`src/design/nct_pkg.sv`:
```
`timescale 1ns / 1ps
package nct_pkg;

   localparam int MAP_ENTRIES_DEF  = 64;
   localparam int RULE_ENTRIES_DEF = 8;
   localparam int POOL_PORTS_DEF   = 256;

   localparam int MAP_IDX_W  = 12;
   localparam int CSR_IDX_W  = 2;
   localparam int CSR_DATA_W = 32;

   localparam logic [31:0] EXTERNAL_IP_RESET  = 32'd0;
   localparam logic [15:0] POOL_BASE_RESET    = 16'd1024;
   localparam logic [15:0] IDLE_TIMEOUT_RESET = 16'd60;

   localparam logic [CSR_IDX_W-1:0] CSR_EXTERNAL_IP  = 2'd0;
   localparam logic [CSR_IDX_W-1:0] CSR_POOL_BASE    = 2'd1;
   localparam logic [CSR_IDX_W-1:0] CSR_IDLE_TIMEOUT = 2'd2;

   localparam logic [1:0] CMD_TRANSLATE = 2'd0;
   localparam logic [1:0] CMD_TICK      = 2'd1;
   localparam logic [1:0] CMD_ADD_RULE  = 2'd2;
   localparam logic [1:0] CMD_RESERVED  = 2'd3;

   localparam logic [2:0] VERDICT_TRANSLATED = 3'd0;
   localparam logic [2:0] VERDICT_NO_PORT    = 3'd1;
   localparam logic [2:0] VERDICT_NO_MATCH   = 3'd2;
   localparam logic [2:0] VERDICT_TABLE_FULL = 3'd3;
   localparam logic [2:0] VERDICT_RULE_STORED = 3'd4;
   localparam logic [2:0] VERDICT_RULES_FULL = 3'd5;
   localparam logic [2:0] VERDICT_TICK_DONE  = 3'd6;

   localparam logic [6:0] REMOVED_MAX = 7'h7F;

   typedef struct packed {
      logic [1:0]  command;
      logic        direction;
      logic [31:0] peer_ip;
      logic [15:0] peer_port;
      logic [31:0] local_ip;
      logic [15:0] local_port;
      logic [31:0] rule_inside_ip;
      logic [15:0] rule_inside_port;
      logic        fin_flag;
      logic        ack_flag;
      logic [31:0] ack_number;
      logic [31:0] sequence_end;
   } req_item_type;

   typedef struct packed {
      logic [2:0]  verdict;
      logic [31:0] new_ip;
      logic [15:0] new_port;
      logic [6:0]  removed_count;
   } rsp_item_type;

   typedef enum logic [1:0] {
      OP_LOOK_OUT,
      OP_LOOK_IN,
      OP_CREATE,
      OP_SWEEP
   } cell_op_type;

   typedef struct packed {
      logic                 act;
      cell_op_type          op;
      logic                 dir;
      logic                 match_en;
      logic [31:0]          peer_ip;
      logic [15:0]          peer_port;
      logic [31:0]          ins_ip;
      logic [15:0]          ins_port;
      logic [15:0]          out_port;
      logic                 holds;
      logic                 fin;
      logic                 ackf;
      logic [31:0]          ackn;
      logic [31:0]          seqe;
      logic [31:0]          now;
      logic [15:0]          timeout;
      logic [15:0]          base;
      logic [MAP_IDX_W-1:0] index;
      logic                 found;
      logic [31:0]          res_ip;
      logic [15:0]          res_port;
      logic                 free_found;
      logic [MAP_IDX_W-1:0] free_idx;
      logic [6:0]           count;
      logic                 rel;
      logic [15:0]          rel_slot;
   } cell_token_type;

   typedef struct packed {
      logic [31:0] peer_ip;
      logic [15:0] peer_port;
      logic [31:0] inside_ip;
      logic [15:0] inside_port;
      logic [15:0] outside_port;
      logic        holds;
      logic [3:0]  flags;
      logic [31:0] in_seq;
      logic [31:0] out_seq;
      logic [31:0] in_ack;
      logic [31:0] out_ack;
      logic [31:0] last_seen;
   } map_entry_type;

   typedef struct packed {
      logic        done;
      logic        found;
      logic [15:0] slot;
   } pool_status_type;

endpackage

```
`src/design/nct_cell.sv`:
```
`timescale 1ns / 1ps
module nct_cell #(
   parameter int IDX        = 0,
   parameter int POOL_PORTS = nct_pkg::POOL_PORTS_DEF
) (
   input  logic                    clock,
   input  logic                    reset,
   input  nct_pkg::cell_token_type up_tok,
   output nct_pkg::cell_token_type down_tok
);
   import nct_pkg::*;

   logic           valid_ff, valid_in;
   map_entry_type  ent_ff, ent_in;
   cell_token_type pass_ff, pass_in;
   logic           key_hit, flow_done, expire, opn, upd;
   logic [31:0]    age;
   logic [15:0]    slot_k;

   assign age       = up_tok.now - ent_ff.last_seen;
   assign flow_done = (&ent_ff.flags) && (ent_ff.in_ack >= ent_ff.out_seq)
                      && (ent_ff.out_ack >= ent_ff.in_seq);
   assign expire    = valid_ff && (flow_done || (age >= {16'h0, up_tok.timeout}));
   assign slot_k    = ent_ff.outside_port - up_tok.base;
   assign key_hit   = valid_ff && !up_tok.found
                      && (ent_ff.peer_ip == up_tok.peer_ip)
                      && (ent_ff.peer_port == up_tok.peer_port)
                      && ((up_tok.op == OP_LOOK_OUT)
                          ? ((ent_ff.inside_ip == up_tok.ins_ip)
                             && (ent_ff.inside_port == up_tok.ins_port))
                          : (up_tok.match_en && (ent_ff.outside_port == up_tok.out_port)));

   always_comb begin
      pass_in          = up_tok;
      pass_in.rel      = 1'b0;
      pass_in.rel_slot = '0;
      valid_in         = valid_ff;
      ent_in           = ent_ff;
      opn              = 1'b0;
      upd              = 1'b0;
      if (up_tok.act) begin
         unique case (up_tok.op)
            OP_LOOK_OUT, OP_LOOK_IN: begin
               if (key_hit) begin
                  upd              = 1'b1;
                  pass_in.found    = 1'b1;
                  pass_in.res_ip   = ent_ff.inside_ip;
                  pass_in.res_port = (up_tok.op == OP_LOOK_OUT) ? ent_ff.outside_port
                                                                 : ent_ff.inside_port;
               end
               if (!valid_ff && !up_tok.free_found) begin
                  pass_in.free_found = 1'b1;
                  pass_in.free_idx   = MAP_IDX_W'(IDX);
               end
            end
            OP_CREATE: begin
               if (up_tok.index == MAP_IDX_W'(IDX)) begin
                  opn = 1'b1;
                  upd = 1'b1;
               end
            end
            OP_SWEEP: begin
               if (expire) begin
                  valid_in = 1'b0;
                  if (up_tok.count != REMOVED_MAX) begin
                     pass_in.count = up_tok.count + 7'd1;
                  end
                  if (ent_ff.holds && ({1'b0, slot_k} < 17'(POOL_PORTS))) begin
                     pass_in.rel      = 1'b1;
                     pass_in.rel_slot = slot_k;
                  end
               end
            end
            default: begin
            end
         endcase
      end
      if (opn) begin
         valid_in            = 1'b1;
         ent_in.peer_ip      = up_tok.peer_ip;
         ent_in.peer_port    = up_tok.peer_port;
         ent_in.inside_ip    = up_tok.ins_ip;
         ent_in.inside_port  = up_tok.ins_port;
         ent_in.outside_port = up_tok.out_port;
         ent_in.holds        = up_tok.holds;
         ent_in.flags        = 4'h0;
         ent_in.in_seq       = '0;
         ent_in.out_seq      = '0;
         ent_in.in_ack       = '0;
         ent_in.out_ack      = '0;
      end
      if (upd) begin
         if (!up_tok.dir) begin
            ent_in.flags[0] = up_tok.fin;
            ent_in.flags[2] = up_tok.ackf;
            ent_in.in_seq   = up_tok.seqe;
            ent_in.in_ack   = up_tok.ackn;
         end else begin
            ent_in.flags[1] = up_tok.fin;
            ent_in.flags[3] = up_tok.ackf;
            ent_in.out_seq  = up_tok.seqe;
            ent_in.out_ack  = up_tok.ackn;
         end
         ent_in.last_seen = up_tok.now;
      end
   end

   always_ff @(posedge clock) begin
      if (reset) begin
         valid_ff <= 1'b0;
         pass_ff  <= '0;
      end else begin
         valid_ff <= valid_in;
         pass_ff  <= pass_in;
      end
   end

   always_ff @(posedge clock) begin
      ent_ff <= ent_in;
   end

   assign down_tok = pass_ff;

endmodule

```
`config.mk`:
```
export PLATFORM = sky130hd
export DESIGN_NAME = nct_cell
export DESIGN_NICKNAME = d
export VERILOG_FILES = /design/src/design/nct_pkg.sv /design/src/design/nct_cell.sv
export SDC_FILE = /design/constraint.sdc
export NUM_CORES = 1
export LEC_CHECK = 0
export ABC_AREA = 1
export BUFFER_PORTS_ARGS = -buffer_cell sky130_fd_sc_hd__buf_2
export CORE_AREA = 3 3 273 275
export CTS_CLUSTER_DIAMETER = 50
export DETAILED_ROUTE_END_ITERATION = 16
export DIE_AREA = 0 0 276 278
export GPL_ROUTABILITY_DRIVEN = 0
export GPL_TIMING_DRIVEN = 0
export PLACE_DENSITY = 0.64
export SLEW_MARGIN = 20
export SYNTH_ARGS = -nofsm -noshare
export SYNTH_HDL_FRONTEND = slang
export SYNTH_SLANG_ARGS = --single-unit
```
`constraint.sdc`:
```
create_clock -name clock -period 6.8 [get_ports clock]
set_clock_uncertainty 0.2 [all_clocks]
set_input_delay 0.68 -clock clock [delete_from_list [all_inputs] [get_ports clock]]
set_output_delay 0.68 -clock clock [all_outputs]
set_load 0.05 [all_outputs]
```
# Word-level counts from Yosys, hierarchy flattened
# Cells that the tools add are included.
[word_totals]
output_inout_bits = 346
regBits = 624
in_bits = 348
[classes]
n_addsub = 3
reduce_logical = 25
n_mux = 29
n_eq_ne = 9
bitwise = 4
magnitude_cmp = 4
[ops]
columns = ["operator", "n"]
rows = [
  ["164-bit 2-to-1 mux", 1],
  ["132-bit 2-to-1 mux", 1],
  ["32-bit 2-to-1 mux", 3],
  ["86-bit 2-to-1 mux", 1],
  ["32-bit == test", 2],
  ["32-bit greater-or-equal comparator", 2],
  ["62-bit 2-to-1 mux", 1],
  ["49-bit 2-to-1 mux", 1],
  ["16-bit == test", 3],
  ["24-bit 2-to-1 mux", 2],
  ["33-bit 2-to-1 mux", 1],
  ["32-bit by 16-bit greater-or-equal comparator with 1-bit output", 1],
  ["32-bit subtractor", 1],
  ["17-bit 2-to-1 mux", 1],
  ["16-bit by 9-bit less-than comparator with 1-bit output (second input constant)", 1],
  ["16-bit 2-to-1 mux", 1],
  ["16-bit subtractor", 1],
  ["1-bit 2-to-1 mux", 13],
  ["13-bit 2-to-1 mux", 1],
  ["12-bit zero test", 1],
  ["1-bit logical AND", 11],
  ["7-bit by 1-bit adder with 7-bit output (second input constant)", 1],
  ["7-bit 2-to-1 mux", 1],
  ["7-bit != test (second input constant)", 1],
  ["other kinds (13)", 21],
]

# Logic depth before layout (Yosys ltp)
[logic_depth]
word_depth = 9
mapped_depth = 28
mapped_depth_nobuf = 28

# Worst setup path before layout
# OpenSTA, ideal clock, no wires.
[synth_path]
path_kind = "input to register"
startpoint = "input port up_tok[345] in the netlist's numbering"
endpoint = "register ent_ff[164] in the netlist's numbering (enable)"
setup_ns = 0.466
arrival_ns = 3.817
t_required_ns = 6.134
n_path_buf = 3
stages = 7
path_slack_ns = 2.318
path_cell_list = "buf_2 nand4_1 nor2_1 nand2_1 clkbuf_1 buf_1 inv_1"
[synth_via]
elab_chain_cells = 1
[synth_rtl]
columns = ["item", "line", "text"]
rows = [
  ["start, declared", "nct_cell.sv:8", "input nct_pkg::cell_token_type up_tok,"],
  ["1-bit 2-to-1 mux", "nct_cell.sv:41", "if (up_tok.act) begin"],
  ["net opn", "nct_cell.sv:16", "logic key_hit, flow_done, expire, opn, upd;"],
  ["end signal, assigned", "nct_cell.sv:119", "ent_ff <= ent_in;"],
  ["end, declared", "nct_cell.sv:14", "map_entry_type ent_ff, ent_in;"],
]
# The timed path passes the listed nets, and every way through them passes these cells.
# A chain may end at the register's enable or synchronous reset.

==> impl_metrics.ini <==
[timing]
min_period_over_period = 0.619
finalSetupViolations = 0
min_period_ps = 4210
fmax_mhz = 237
grt_setup_unrepaired = false
hold_slack_ps = 55.7
tightestPinTransition_ps = 1100
slew_viol_final = 0
slew_headroom = 0.268
finalHoldViolCount = 0

[final_layout]
area_growth_pct = 29.7
final_common_cell = buf_2
drive_above_1_share = 0.228
regArea_um2 = 13900
instances_no_fill = 4774
fin_area_um2 = 33200
n_fill_cell = 7141
nets = 4209
final_util = 0.457
final_cell_mix = 680 x buf_2, 538 x inv_1, 479 x dfxtp_1, 447 x nor2_1, 382 x nand2_1
multi_input_area_um2 = 9120

[die]
core_um2 = 72600
die_area_um2 = 76700
dieHeight_um = 278
die_w_um = 276
fp-row-count = 99
start_util = 0.352
pin_count = 694

[clock_tree]
cts_setup_buffers = 0
htreeDepth = 3
cts_made_buffers = 79
clk_pin_slew_worst_paths_ps = 60
clk_path_buf_depth = 3
clk_latency_ps = 630
cts-root-buf = clkbuf_16
cts_tree = yes
cts_sinks = 624

[yosys]
yosysWarnings = 0
synth-edff-count = 145
ys_seq_area_frac = 0.545
synth_compound_area_frac = 0.0729
syn-cell-area_um2 = 25600
synth_top_family_by_area = simple AND/OR/NAND/NOR gates
async_reset_ff_frac = 0
syn_inst = 2948
synthMuxAreaShare = 0.00372
yosys.area_share.simple = 0.182
synth_ff_type = dfxtp_1
synth_seq_cells = 624
synthXorXnorAreaFrac = 0.0329
syn_area_per_cell_um2 = 8.68
synth_cell_types = 56
synth-adder-area-share = 0.0637

[placement]
dpl-instance-area_um2 = 30200
portBuffers = 674
place_inst = 4589
hpwl_mm = 70.9

[drt]
wirelength_mm = 88.7
wl_per_cell_um = 18.6
antenna_left = 0
dr_total_vias = 22000
drc = 0
drtPass1Iterations = 8
route.detailed.vias_per_inst = 4.60
drtIter0Drc = 1343

[setup_path]
cp_top_family = simple AND/OR/NAND/NOR gates
worstSetupPathType = input port to flop
crit_chain = dlygate4sd3_1 > buf_2 > inv_1 > nor2_1 > nor4_1 > nor4b_2 > nand4_1 > nor2_1 > nand4_1 > nand2_2 > nand2_2 > buf_6 > buf_6 > nand3_1 > o21ai_1
path_max_fanout = 34
cp-end-kind = flop
cp_data_required_time_ps = 7080
cp.buffers_inverters = 5
slowest_stage = nand2_2
slowest_delay_ps = 770
cp.arrival_ps = 4490
start_kind = input port

[run_status]
outcome = finished clean

[global_routing]
grt_max_degree = 69
overflow = 0
track_usage = 0.223
antenna_found_initial = 25
grt_pass1_wl_mm = 130
grt_pass1_vias = 21500

[power_and_ir_drop]
leakage_nw = 16.5
ir_drop_mv = 0.214
power_density_nw_per_um2 = 278

[min_path]
hold_path_class = input port to flop

[run]
max_cap_violations = 0
[state kept, by name (all words and copies together) (netlist names)]
signal / cells
valid_ff: 1
down_tok: 346
ent_ff: 277
[metal layers]
layer / GRT usage / vias to the layer above / part of all wire
li1: - / 10900 / -
met1: 0.257 / 10100 / 0.39
met2: 0.385 / 791 / 0.48
met3: 0.0605 / 167 / 0.080
met4: 0.102 / 12 / 0.043
met5: 0 / - / 0.00086
[cell families after synthesis]
kind of cell | Yosys count
fa+ha+maj | 129
flops | 624
buf+inv | 636
mux | 9
xor+xnor | 96
compound gates | 347
simple gates | 1106
other cells | 1
[cell type report]
| cell class | instances | share of cell area |
|---|---|---|
| multi-input combinational | 1695 | 0.275 |
| inverter | 542 | 0.0615 |
| antenna | 18 | 0.00136 |
| clock inverter | 35 | 0.0132 |
| tap | 959 | 0.0362 |
| buffer | 94 | 0.0153 |
| timing repair buffer | 696 | 0.109 |
| clock buffer | 111 | 0.0687 |
| sequential | 624 | 0.420 |
[synth_stat cells, drive strengths merged (2+ instances only)]
cell type | number | area share
o22ai | 7 | 0.0017
nand3 | 174 | 0.035
xnor2 | 51 | 0.017
and3 | 3 | 0.00073
mux2 | 4 | 0.0018
clkbuf | 58 | 0.0085
o221ai | 2 | 0.00069
o21a | 2 | 0.00059
nand4 | 36 | 0.0091
fa | 2 | 0.0016
ha | 127 | 0.062
nand3b | 7 | 0.0021
xor2 | 45 | 0.015
a21o | 2 | 0.00059
nor2 | 450 | 0.066
edfxtp | 145 | 0.17
and2 | 2 | 0.00049
o2111ai | 9 | 0.0031
o21bai | 3 | 0.00088
o21ai | 214 | 0.042
nand2 | 389 | 0.058
o211ai | 2 | 0.00059
a21oi | 91 | 0.018
or2 | 3 | 0.00073
mux2i | 5 | 0.0020
buf | 36 | 0.011
a211oi | 5 | 0.0015
inv | 542 | 0.080
nor3 | 26 | 0.0055
dfxtp | 479 | 0.37
nor4 | 15 | 0.0039
a221oi | 3 | 0.0010
[metrics by stage]
stage	setup slack, ps	TNS [ps]	power, mW
4_1_cts	2420	0	9.32
3_3_place_gp	-66.1	-5860	5.05
5_1_grt	2250	0	9.56
3_5_place_dp	2280	0	5.06
2_1_floorplan	2320	0	4.67
6_report	2590	0	9.23
[power breakdown]
group / total (mW) / internal [mW] / switching (mW) / leakage [nW]
combinational: 1.06 / 0.274 / 0.786 / 9.95
sequential: 3.92 / 3.90 / 0.0266 / 5.26
clock: 4.25 / 2.52 / 1.73 / 1.33
total: 9.23 / 6.69 / 2.54 / 16.5
[worst paths after layout]
kind | slack (ps) | from | depth (start not counted) | endpoint
setup / recovery | 2590 | up_tok[306] | 15 | ent_ff[92]
hold / removal | 60 | up_tok[234] | 1 | ent_ff[170]
setup reg to reg | 2730 | ent_ff[0] | 27 | down_tok[21]
hold reg to reg | 270 | ent_ff[126] | 2 | ent_ff[126]
[timing repair]
item / in CTS / in global routing
gates resized for setup: 0 / 0
hold buffers: 21 / 0
endpoints found under the hold margin: 21 / 0
(Power assumes the default switching activity.)
