$ cat config.mk
export PLATFORM = sky130hd
export DESIGN_NAME = nct_pool
export DESIGN_NICKNAME = d
export VERILOG_FILES = /design/src/design/nct_pkg.sv /design/src/design/nct_pool.sv
export SDC_FILE = /design/constraint.sdc
export NUM_CORES = 1
export LEC_CHECK = 0
export ABC_AREA = 1
export BUFFER_PORTS_ARGS = -buffer_cell sky130_fd_sc_hd__buf_2
export CAP_MARGIN = 20
export CELL_PAD_IN_SITES_DETAIL_PLACEMENT = 0
export CELL_PAD_IN_SITES_GLOBAL_PLACEMENT = 1
export CORE_MARGIN = 5
export CORE_UTILIZATION = 48
export CTS_CLUSTER_DIAMETER = 50
export DETAILED_ROUTE_END_ITERATION = 16
export PLACE_DENSITY = 0.85
export SLEW_MARGIN = 20
export SYNTH_ARGS = -nofsm -noshare
export SYNTH_HDL_FRONTEND = slang
export SYNTH_SLANG_ARGS = --single-unit
$ cat constraint.sdc
create_clock -name clock -period 6.6 [get_ports clock]
set_clock_uncertainty 0.15 [all_clocks]
set_input_delay 0.99 -clock clock [delete_from_list [all_inputs] [get_ports clock]]
set_output_delay 0.99 -clock clock [all_outputs]
set_load 0.05 [all_outputs]
$ cat src/design/nct_pkg.sv
`timescale 1ns / 1ps
package nct_pkg;

   localparam int MAP_ENTRIES_DEF  = 64;
   localparam int RULE_ENTRIES_DEF = 8;
   localparam int POOL_PORTS_DEF   = 256;

   localparam int MAP_IDX_W  = 12;
   localparam int CSR_IDX_W  = 2;
   localparam int CSR_DATA_W = 32;

   localparam logic [31:0] EXTERNAL_IP_RESET  = 32'd0;
   localparam logic [15:0] POOL_BASE_RESET    = 16'd1024;
   localparam logic [15:0] IDLE_TIMEOUT_RESET = 16'd60;

   localparam logic [CSR_IDX_W-1:0] CSR_EXTERNAL_IP  = 2'd0;
   localparam logic [CSR_IDX_W-1:0] CSR_POOL_BASE    = 2'd1;
   localparam logic [CSR_IDX_W-1:0] CSR_IDLE_TIMEOUT = 2'd2;

   localparam logic [1:0] CMD_TRANSLATE = 2'd0;
   localparam logic [1:0] CMD_TICK      = 2'd1;
   localparam logic [1:0] CMD_ADD_RULE  = 2'd2;
   localparam logic [1:0] CMD_RESERVED  = 2'd3;

   localparam logic [2:0] VERDICT_TRANSLATED = 3'd0;
   localparam logic [2:0] VERDICT_NO_PORT    = 3'd1;
   localparam logic [2:0] VERDICT_NO_MATCH   = 3'd2;
   localparam logic [2:0] VERDICT_TABLE_FULL = 3'd3;
   localparam logic [2:0] VERDICT_RULE_STORED = 3'd4;
   localparam logic [2:0] VERDICT_RULES_FULL = 3'd5;
   localparam logic [2:0] VERDICT_TICK_DONE  = 3'd6;

   localparam logic [6:0] REMOVED_MAX = 7'h7F;

   typedef struct packed {
      logic [1:0]  command;
      logic        direction;
      logic [31:0] peer_ip;
      logic [15:0] peer_port;
      logic [31:0] local_ip;
      logic [15:0] local_port;
      logic [31:0] rule_inside_ip;
      logic [15:0] rule_inside_port;
      logic        fin_flag;
      logic        ack_flag;
      logic [31:0] ack_number;
      logic [31:0] sequence_end;
   } req_item_type;

   typedef struct packed {
      logic [2:0]  verdict;
      logic [31:0] new_ip;
      logic [15:0] new_port;
      logic [6:0]  removed_count;
   } rsp_item_type;

   typedef enum logic [1:0] {
      OP_LOOK_OUT,
      OP_LOOK_IN,
      OP_CREATE,
      OP_SWEEP
   } cell_op_type;

   typedef struct packed {
      logic                 act;
      cell_op_type          op;
      logic                 dir;
      logic                 match_en;
      logic [31:0]          peer_ip;
      logic [15:0]          peer_port;
      logic [31:0]          ins_ip;
      logic [15:0]          ins_port;
      logic [15:0]          out_port;
      logic                 holds;
      logic                 fin;
      logic                 ackf;
      logic [31:0]          ackn;
      logic [31:0]          seqe;
      logic [31:0]          now;
      logic [15:0]          timeout;
      logic [15:0]          base;
      logic [MAP_IDX_W-1:0] index;
      logic                 found;
      logic [31:0]          res_ip;
      logic [15:0]          res_port;
      logic                 free_found;
      logic [MAP_IDX_W-1:0] free_idx;
      logic [6:0]           count;
      logic                 rel;
      logic [15:0]          rel_slot;
   } cell_token_type;

   typedef struct packed {
      logic [31:0] peer_ip;
      logic [15:0] peer_port;
      logic [31:0] inside_ip;
      logic [15:0] inside_port;
      logic [15:0] outside_port;
      logic        holds;
      logic [3:0]  flags;
      logic [31:0] in_seq;
      logic [31:0] out_seq;
      logic [31:0] in_ack;
      logic [31:0] out_ack;
      logic [31:0] last_seen;
   } map_entry_type;

   typedef struct packed {
      logic        done;
      logic        found;
      logic [15:0] slot;
   } pool_status_type;

endpackage

$ cat src/design/nct_pool.sv
`timescale 1ns / 1ps
module nct_pool #(
   parameter int POOL_PORTS = nct_pkg::POOL_PORTS_DEF
) (
   input  logic                     clock,
   input  logic                     reset,
   input  logic                     start,
   input  logic                     set_en,
   input  logic [15:0]              set_slot,
   input  logic                     clr_en,
   input  logic [15:0]              clr_slot,
   output nct_pkg::pool_status_type status
);
   import nct_pkg::*;

   localparam int NG   = (POOL_PORTS + 7) / 8;
   localparam int GW   = (NG > 1) ? $clog2(NG) : 1;
   localparam int PIW  = GW + 3;
   localparam int PADN = 8 << GW;

   logic [PADN-1:0] used_ff, used_in;
   logic            scanning_ff, scanning_in;
   logic [GW-1:0]   grp_ff, grp_in;
   logic            done_ff, done_in;
   logic            found_ff, found_in;
   logic [15:0]     slot_ff, slot_in;
   logic [7:0]      grp_bits;
   logic            any_free;
   logic [2:0]      first_free;

   assign grp_bits = used_ff[{grp_ff, 3'b000} +: 8];

   always_comb begin
      any_free   = 1'b0;
      first_free = 3'd0;
      for (int b = 0; b < 8; b++) begin
         if (!any_free && !grp_bits[b] && ({grp_ff, 3'(b)} < PIW'(POOL_PORTS - 1) + PIW'(1)
                                            || POOL_PORTS == PADN)) begin
            any_free   = 1'b1;
            first_free = 3'(b);
         end
      end
   end

   always_comb begin
      used_in     = used_ff;
      scanning_in = scanning_ff;
      grp_in      = grp_ff;
      done_in     = done_ff;
      found_in    = found_ff;
      slot_in     = slot_ff;
      if (set_en) begin
         used_in[set_slot[PIW-1:0]] = 1'b1;
      end
      if (clr_en) begin
         used_in[clr_slot[PIW-1:0]] = 1'b0;
      end
      if (start) begin
         scanning_in = 1'b1;
         grp_in      = '0;
         done_in     = 1'b0;
         found_in    = 1'b0;
      end else if (scanning_ff) begin
         if (any_free) begin
            found_in    = 1'b1;
            slot_in     = 16'({grp_ff, first_free});
            done_in     = 1'b1;
            scanning_in = 1'b0;
         end else if (grp_ff == GW'(NG - 1)) begin
            done_in     = 1'b1;
            scanning_in = 1'b0;
         end else begin
            grp_in = grp_ff + GW'(1);
         end
      end
   end

   always_ff @(posedge clock) begin
      if (reset) begin
         used_ff     <= '0;
         scanning_ff <= 1'b0;
         grp_ff      <= '0;
         done_ff     <= 1'b0;
         found_ff    <= 1'b0;
      end else begin
         used_ff     <= used_in;
         scanning_ff <= scanning_in;
         grp_ff      <= grp_in;
         done_ff     <= done_in;
         found_ff    <= found_in;
      end
   end

   always_ff @(posedge clock) begin
      slot_ff <= slot_in;
   end

   assign status.done  = done_ff;
   assign status.found = found_ff;
   assign status.slot  = slot_ff;

endmodule

## Word level (Yosys, flattened, before mapping)

Cells that the tools add are included.

| word-level totals | value |
|---|---|
| input port bits | 37 |
| register bits after elaboration | 272 |

| operators by class | value |
|---|---|
| reductions and logical operators | 30 |
| order comparisons | 4 |
| mux-type cells | 26 |
| bitwise logic cells | 6 |
| add/sub/neg operators | 1 |
| equal/unequal tests | 1 |
| shift operators | 1 |

Operators by type and width:

| cell | number |
|---|---|
| 2-to-1 mux 256 bit | 2 |
| bitwise AND 256 bit | 1 |
| NOT 256 bit | 1 |
| bitwise OR 256 bit | 1 |
| indexed part select 256 x 9 -> 8 bit | 1 |
| < comparator 8 x 9 -> 1 bit, second input constant | 2 |
| 2-to-1 mux 1 bit | 18 |
| demux 1 bit (select 8 bit) | 2 |
| greater-or-equal comparator 8 x 1 -> 1 bit, second input constant | 2 |
| logical NOT 1 bit | 13 |
| logical AND 1 bit | 9 |
| 2-to-1 mux 2 bit | 4 |
| AND reduction 3 bit | 2 |
| adder 5 x 1 -> 5 bit, second input constant | 1 |
| == test 5 bit, second input constant | 1 |
| AND reduction 2 bit | 2 |
| OR reduction 2 bit | 2 |
| OR reduction 4 bit | 1 |
| NOT 1 bit | 3 |
| nonzero test 2 bit | 1 |

## Depth between registers and ports, before layout

Gate-level depths: netlist of the first run.

| logic depth | value |
|---|---|
| word-level depth | 25 |
| gate-level depth with buffers | 20 |

## Least setup slack after synthesis of the first run

No wires, ideal clock.

| path | value |
|---|---|
| kind | register -> register |
| start | reg grp_ff[0] |
| end | reg slot_ff[0] (enable) |
| path slack | 4.196 ns |
| required time | 6.079 ns |
| library setup time | 0.371 ns |
| clock period less this slack | 2.404 ns |
| stages on the path, launching flop included | 14 |
| arrival | 1.883 ns |
| buffers on the path | 3 |
| cell sequence | dfxtp_1 > buf_6 > inv_4 > buf_4 > buf_4 > nand2_1 > nand3_1 > a21oi_1 > nor2_1 > nor2_2 > nor2_4 > nand2_1 > nand2_1 > nor2_1 |

| on the way | value |
|---|---|
| word-level cells in the longest chain between the ends | 23 |
| elaborated cells between the ends (all ways) | 30 |

Ends and longest elaborated chain:

| what | RTL line | RTL |
|---|---|---|
| from (decl) | nct_pool.sv:23 | `logic [GW-1:0] grp_ff, grp_in;` |
| from (signal assigned) | nct_pool.sv:88 | `grp_ff <= grp_in;` |
| indexed part select 256 x 9 -> 8 bit (*) | nct_pool.sv:31 | `assign grp_bits = used_ff[{grp_ff, 3'b000} +: 8];` |
| logical NOT 1 bit | nct_pool.sv:37 | `if (!any_free && !grp_bits[b] && ({grp_ff, 3'(b)} < PIW'(POOL_PORTS - 1) + PIW'(1)` |
| logical AND 1 bit | nct_pool.sv:37 |  |
| 2-to-1 mux 1 bit | nct_pool.sv:37 |  |
| logical NOT 1 bit | nct_pool.sv:37 |  |
| logical AND 1 bit | nct_pool.sv:37 |  |
| 2-to-1 mux 1 bit | nct_pool.sv:37 |  |
| logical NOT 1 bit | nct_pool.sv:37 |  |
| [... 7 more ...] | -- |  |
| 2-to-1 mux 1 bit | nct_pool.sv:37 |  |
| logical NOT 1 bit | nct_pool.sv:37 |  |
| logical AND 1 bit | nct_pool.sv:37 |  |
| 2-to-1 mux 1 bit | nct_pool.sv:37 |  |
| logical NOT 1 bit | nct_pool.sv:37 |  |
| logical AND 1 bit | nct_pool.sv:37 |  |
| 2-to-1 mux 1 bit (*) | nct_pool.sv:37 |  |
| AND reduction 3 bit (no source line) (*) | -- |  |
| to (signal assigned) | nct_pool.sv:95 | `slot_ff <= slot_in;` |
| to (decl) | nct_pool.sv:26 | `logic [15:0] slot_ff, slot_in;` |

Mark *: on every way between the ends. The rest lies on a longest branch, timed or not.
A chain may end at the register's enable or synchronous reset.

## Worst setup path after layout of the first run

| path | value |
|---|---|
| start | reg grp_ff[0] |
| end | reg slot_ff[2] (enable) |

The elaborated chain is that of the path after synthesis.

==> results of run 1 <==
## tightest hold or removal path: stages (launching register included)
cell and delay (ns):
dfxtp_1 0.30, inv_1 0.05, a21oi_1 0.05
## flip-flops by register name, summed over array words and instances, names as in the netlist
signal       flops
done_ff          1
found_ff         1
grp_ff           5
scanning_ff      1
slot_ff          8
used_ff        256
## final timing paths
| path | end | slack, ns | depth (start not counted) |
|---|---|---|---|
| max | slot_ff[2]$_SDFFCE_PP1P_ | 2.60 | 14 |
| min reg2reg | found_ff$_SDFFE_PP0P_ | 0.30 | 2 |
| min | found_ff$_SDFFE_PP0P_ | 0.30 | 2 |
| max reg2reg | slot_ff[2]$_SDFFCE_PP1P_ | 2.60 | 14 |
## Yosys cell counts (2+ instances only)
| cell type | number | area [sq um] |
|---|---|---|
| nand3_1 | 147 | 736 |
| a311oi_1 | 2 | 17.5 |
| or2_2 | 2 | 12.5 |
| o21ai_0 | 270 | 1350 |
| inv_1 | 76 | 285 |
| nor2_4 | 3 | 33.8 |
| nor3_1 | 16 | 80.1 |
| nand2_2 | 2 | 12.5 |
| clkbuf_1 | 95 | 357 |
| o22ai_1 | 2 | 12.5 |
| nand2_1 | 331 | 1240 |
| nor2_2 | 2 | 12.5 |
| nand4_1 | 3 | 18.8 |
| nor2_1 | 355 | 1330 |
| ha_1 | 2 | 25.0 |
| a211oi_1 | 4 | 30.0 |
| edfxtp_1 | 8 | 240 |
| a21oi_1 | 290 | 1450 |
| buf_6 | 9 | 101 |
| a31oi_1 | 2 | 12.5 |
| clkinv_1 | 3 | 11.3 |
| buf_4 | 23 | 173 |
| o221ai_1 | 5 | 43.8 |
| dfxtp_1 | 264 | 5290 |
| inv_2 | 3 | 11.3 |
| o31ai_1 | 2 | 15.0 |
| buf_2 | 21 | 105 |
| nand3b_1 | 2 | 15.0 |
## per-stage QoR
step | setup WS, ns | util | hold slack (ns)
after floorplan | 4.20 | - | 0.279
after global placement | 2.70 | 0.493 | 0.292
after detailed placement | 2.68 | 0.493 | 0.299
after CTS | 2.67 | 0.534 | 0.307
after global routing | 2.33 | 0.534 | 0.335
final | 2.60 | 0.534 | 0.304
## logic make-up after synthesis
logic type      Yosys count  share of synthesized area
buf+inv                 232                     0.0805
flops                   272                      0.422
other cells               1                   0.000287
simple gates            865                      0.270
xor+xnor                  1                   0.000669
compound gates          578                      0.225
fa+ha+maj                 2                    0.00191
## routing by layer
metal  GRT usage  part of all wire
met1       0.389              0.43
met2       0.462              0.46
met3      0.0409             0.077
met4      0.0930             0.032
met5           0                 0
## power groups by stage
stage / combinational [mW] / sequential, mW / clock (mW)
3_5_place_dp: 0.178 / 1.69 / 0
5_1_grt: 0.200 / 1.66 / 1.91
3_3_place_gp: 0.175 / 1.69 / 0
2_1_floorplan: 0.117 / 1.70 / 0
4_1_cts: 0.179 / 1.66 / 1.84
6_report: 0.183 / 1.66 / 1.83
## area by class of cell
type,count,area share
well taps,341,0.0297
clock buffers,44,0.0669
multi-input cells,1454,0.460
clock inverters,14,0.00933
inverters,83,0.0221
flip-flops and latches,272,0.385
repair buffers,59,0.0265
==> flow_summary.ini, run 1 <==
[run_status]
outcome = finished, final reports clean

[clock_tree]
cts-hold-fix-buffers = 0
cts_tree = yes
cts_setup_buffers = 0
cts_buffers = 35
clk_latency_ns = 0.51
clkSinkCount = 272
clock_path_buffers = 3
htreeDepth = 2
cts_resized = 0
root_buffer = clkbuf_16
clkTransAtPathRegs_ns = 0.06

[critical_path]
cp_num_buf_inv = 2
arrival_ns = 3.99
end_kind = flip-flop
required_ns = 6.59
worstPathCellList = inv_4 > buf_4 > nand2_1 > nand3_1 > a21oi_1 > nor2_1 > nand2_1 > nand2_1 > nor2_4 > nand3_2 > nor2_4 > nand2_1 > nand2_1 > nor2_1
r2r_start = grp_ff[0]$_SDFFE_PP0P_
crit_family = simple AND/OR/NAND/NOR gates
start_kind = flip-flop
crit_top_cell = nand2_1
cpPeakStageDelay_ns = 0.68
startpoint = grp_ff[0]$_SDFFE_PP0P_
setup.worst_path.class = flip-flop to flip-flop
cp_max_fo = 76
critPathSlowestCell = inv_4

[pwr]
power.internal_mw = 2.80
power.density_nw_per_um2 = 256
p_total_mw = 3.67
switching_share = 0.238
p_switching_mw = 0.874
clkPwrFrac = 0.499
p_leak_nw = 5.24
seq_power_share = 0.451
comb_power_share = 0.050
irDropWorstVdd_mv = 0.225

[global_route]
grt_max_degree = 252
grt_usage = 0.284
grt_pass1_vias = 12184
grt_overflow = 0
antenna_found_initial = 0
grt_first_pass_wirelength_mm = 69.6

[yosys]
synthCells = 1951
synth.avg_cell_area_sq_um = 6.71
ys_async_sr_fraction = 0
netlist_area_sq_um = 13100
yosysUniqueCellTypes = 35
synth_warnings = 0
synth_seq_cells = 272
ys_seq_area_frac = 0.422
synth_edf_count = 8
synthFlopType = dfxtp_1

[floorplan]
die_height_microns = 175
rows = 60
dieArea_sq_um = 30700
core_sq_um = 26900
start_util = 0.487
die_w_microns = 175
ios = 55

[sta]
hold_viol = 0
period_minus_slack_ns = 4.00
timing.final.crit_share = 0.607
tightest_slew_ns = 1.06
max_freq_mhz = 250
fin_setup_tns_ns = 0
rsz0062_at_grt = no
slew_violations = 0
max_slew_margin = 0.295
setup_viol = 0

[placed_design]
place_inst = 2209
post_dp_cell_area_sq_um = 13300
place_hpwl_mm = 25.9
place.gp.congestion = 0.891
io_buffers = 30

[finish]
seq_area_sq_um = 5530
fillers = 2771
final_common_cell = nor2_1
stdcell_count = 2267
area_growth_pct = 9.69
finalInstanceArea_sq_um = 14400
num-nets-final = 1944
multiInputGateArea_sq_um = 6610
final_cell_mix = nor2_1, nand2_1, a21oi_1
drive_gt1_frac = 0.0768
diodes = 0

[worst_hold_path]
hold_path_class = flip-flop to flip-flop
hp-start = found_ff$_SDFFE_PP0P_

[flow_run]
max_cap_viol_count = 0

[detailed_routing]
routed_via_density = 5.80
ant_nets = 0
totalWireLength_mm = 44.5
vias = 13150
first_pass_iters = 7
wl_per_cell_microns = 19.6
drtIter0Drc = 1372
drc = 0
No activity file was read; power rests on OpenSTA's default activity.
==> run 2: changes to the inputs <==
--- a/config.mk
+++ b/config.mk
@@ -11,10 +11,10 @@
 export CELL_PAD_IN_SITES_DETAIL_PLACEMENT = 0
 export CELL_PAD_IN_SITES_GLOBAL_PLACEMENT = 1
 export CORE_MARGIN = 5
-export CORE_UTILIZATION = 48
+export CORE_UTILIZATION = 40
 export CTS_CLUSTER_DIAMETER = 50
 export DETAILED_ROUTE_END_ITERATION = 16
-export PLACE_DENSITY = 0.85
+export PLACE_DENSITY = 0.76
 export SLEW_MARGIN = 20
 export SYNTH_ARGS = -nofsm -noshare
 export SYNTH_HDL_FRONTEND = slang
==> constraint.sdc (replaced) <==
create_clock -name clock -period 3.25 [get_ports clock]
set_clock_uncertainty 0.15 [all_clocks]
set_input_delay 0.4875 -clock clock [delete_from_list [all_inputs] [get_ports clock]]
set_output_delay 0.4875 -clock clock [all_outputs]
set_load 0.05 [all_outputs]
==> flow_summary.ini, run 2 (synthesis gave the netlist of run 1 again) <==
[run_status]
outcome = finished, final reports clean

[sta]
timing.final.crit_share = 0.871
period_minus_slack_ns = 2.83
setup_viol = 0
rsz0062_at_grt = no
hold_viol = 0
tightest_slew_ns = 0.864
max_freq_mhz = 353
slew_violations = 0
fin_setup_tns_ns = 0
max_slew_margin = 0.423

[detailed_routing]
drtIter0Drc = 1445
totalWireLength_mm = 46.1
routed_via_density = 5.51
wl_per_cell_microns = 19.2
ant_nets = 0
drc = 0
vias = 13245
first_pass_iters = 5

[clock_tree]
clk_latency_ns = 0.51
clock_path_buffers = 3
cts_tree = yes
cts_buffers = 35
htreeDepth = 2
clkSinkCount = 272
cts-hold-fix-buffers = 0
cts_setup_buffers = 0
root_buffer = clkbuf_16
clkTransAtPathRegs_ns = 0.06
cts_resized = 0

[pwr]
irDropWorstVdd_mv = 0.308
power.density_nw_per_um2 = 515
p_leak_nw = 5.44

[finish]
largest_reg_flops = 256
largest_register = used_ff
final_cell_mix = nor2_1, nand2_1, a21oi_1
stdcell_count = 2403
diodes = 0
num-nets-final = 1974
final_common_cell = nor2_1
drive_gt1_frac = 0.0872
area_growth_pct = 13.5
reg_top3 = used_ff x256, slot_ff x8, grp_ff x5

[critical_path]
crit_top_cell = nand2_1
setup.worst_path.class = flip-flop to flip-flop
r2r_start = grp_ff[1]$_SDFFE_PP0P_
arrival_ns = 2.90
worstPathCellList = inv_2 > buf_12 > nand3_1 > nand3_1 > nand2_1 > nor2_1 > nand2_1 > nand2_1 > nor2_4 > nand3_2 > nor2_4 > nand2_1 > nand2_1 > nor2_1 > buf_4
r2r_end = slot_ff[7]$_DFFE_PP_
cp_max_fo = 37
critPathSlowestCell = inv_2
r2r_setup_slack_ns = 0.42
startpoint = grp_ff[1]$_SDFFE_PP0P_
crit_path_end = slot_ff[7]$_DFFE_PP_
end_kind = flip-flop
cpPeakStageDelay_ns = 0.36
required_ns = 3.32
ff2ff_path_depth = 15
start_kind = flip-flop

[global_route]
grt_usage = 0.248
grt_first_pass_wirelength_mm = 71.5
grt_overflow = 0
grt_max_degree = 81
grt_pass1_vias = 12343
antenna_found_initial = 0

[worst_hold_path]
hold_path_class = input port to flip-flop

[floorplan]
ios = 55
start_util = 0.403
core_sq_um = 32500
die_height_microns = 191
die_w_microns = 191
dieArea_sq_um = 36400
rows = 66

[placed_design]
place.gp.congestion = 0.874
place_inst = 2340
place_hpwl_mm = 27.5
io_buffers = 30

[flow_run]
max_cap_viol_count = 0
[run 2: cell types whose count changed in the layout (fill, tap and decap cells not counted), sizes merged]
cell	before	now
clkinvlp	1	2
clkinv	12	6
inv	82	83
buf	59	89
bufinv	2	1
clkbuf	44	54
[run 2: worst min path at each step]
stage,from,end,slack (ns),cells after the start
floorplan,done_ff$_SDFFE_PP0P_,done_ff$_SDFFE_PP0P_,0.28,2
global placement,used_ff[22]$_SDFF_PP0_,used_ff[22]$_SDFF_PP0_,0.30,2
detailed placement,used_ff[169]$_SDFF_PP0_,used_ff[169]$_SDFF_PP0_,0.30,2
CTS,start,scanning_ff$_SDFF_PP0_,0.08,3
global route,start,scanning_ff$_SDFF_PP0_,0.1,3
finish,start,scanning_ff$_SDFF_PP0_,0.1,3
[run 2: critical path, delay by kind of cell (launching register included)]
family	cells	cell delay (ns)
buffers and inverters	3	0.83
DFF	1	0.34
and+or+nand+nor	12	1.21
[run 2: where the power goes]
part,internal (mW),total [mW],switching (mW)
registers,3.36,3.36,0.00543
clock network,2.40,3.90,1.50
logic,0.0833,0.376,0.293
total,5.85,7.64,1.80
[run 2: metal layers]
metal | wire [microns] | GRT usage
met5 | 0 | 0
met4 | 873 | 0.0602
met3 | 3300 | 0.0284
met2 | 21100 | 0.406
met1 | 20800 | 0.352
[run 2: final cells by class]
cell class,instances,area [sq um]
Timing Repair Buffer,89,693
Clock inverter,9,88.8
Inverter,83,317
Clock buffer,54,1090
Fill cell,3375,17600
Multi-Input combinational cell,1454,6570
Sequential cell,272,5530
Tap cell,442,553
[run 2: stage by stage]
stage / util / total power [mW] / hold WS (ns) / worst slack [ns] / instance area (sq um)
2_1_floorplan: - / 3.68 / 0.279 / 0.846 / 13100
3_3_place_gp: 0.421 / 3.81 / 0.296 / 0.456 / 13700
3_5_place_dp: 0.421 / 3.81 / 0.299 / 0.437 / 13700
4_1_cts: 0.457 / 7.71 / 0.0803 / 0.441 / 14800
5_1_grt: 0.457 / 7.89 / 0.0992 / 0.259 / 14800
6_report: 0.457 / 7.64 / 0.0957 / 0.420 / 14800
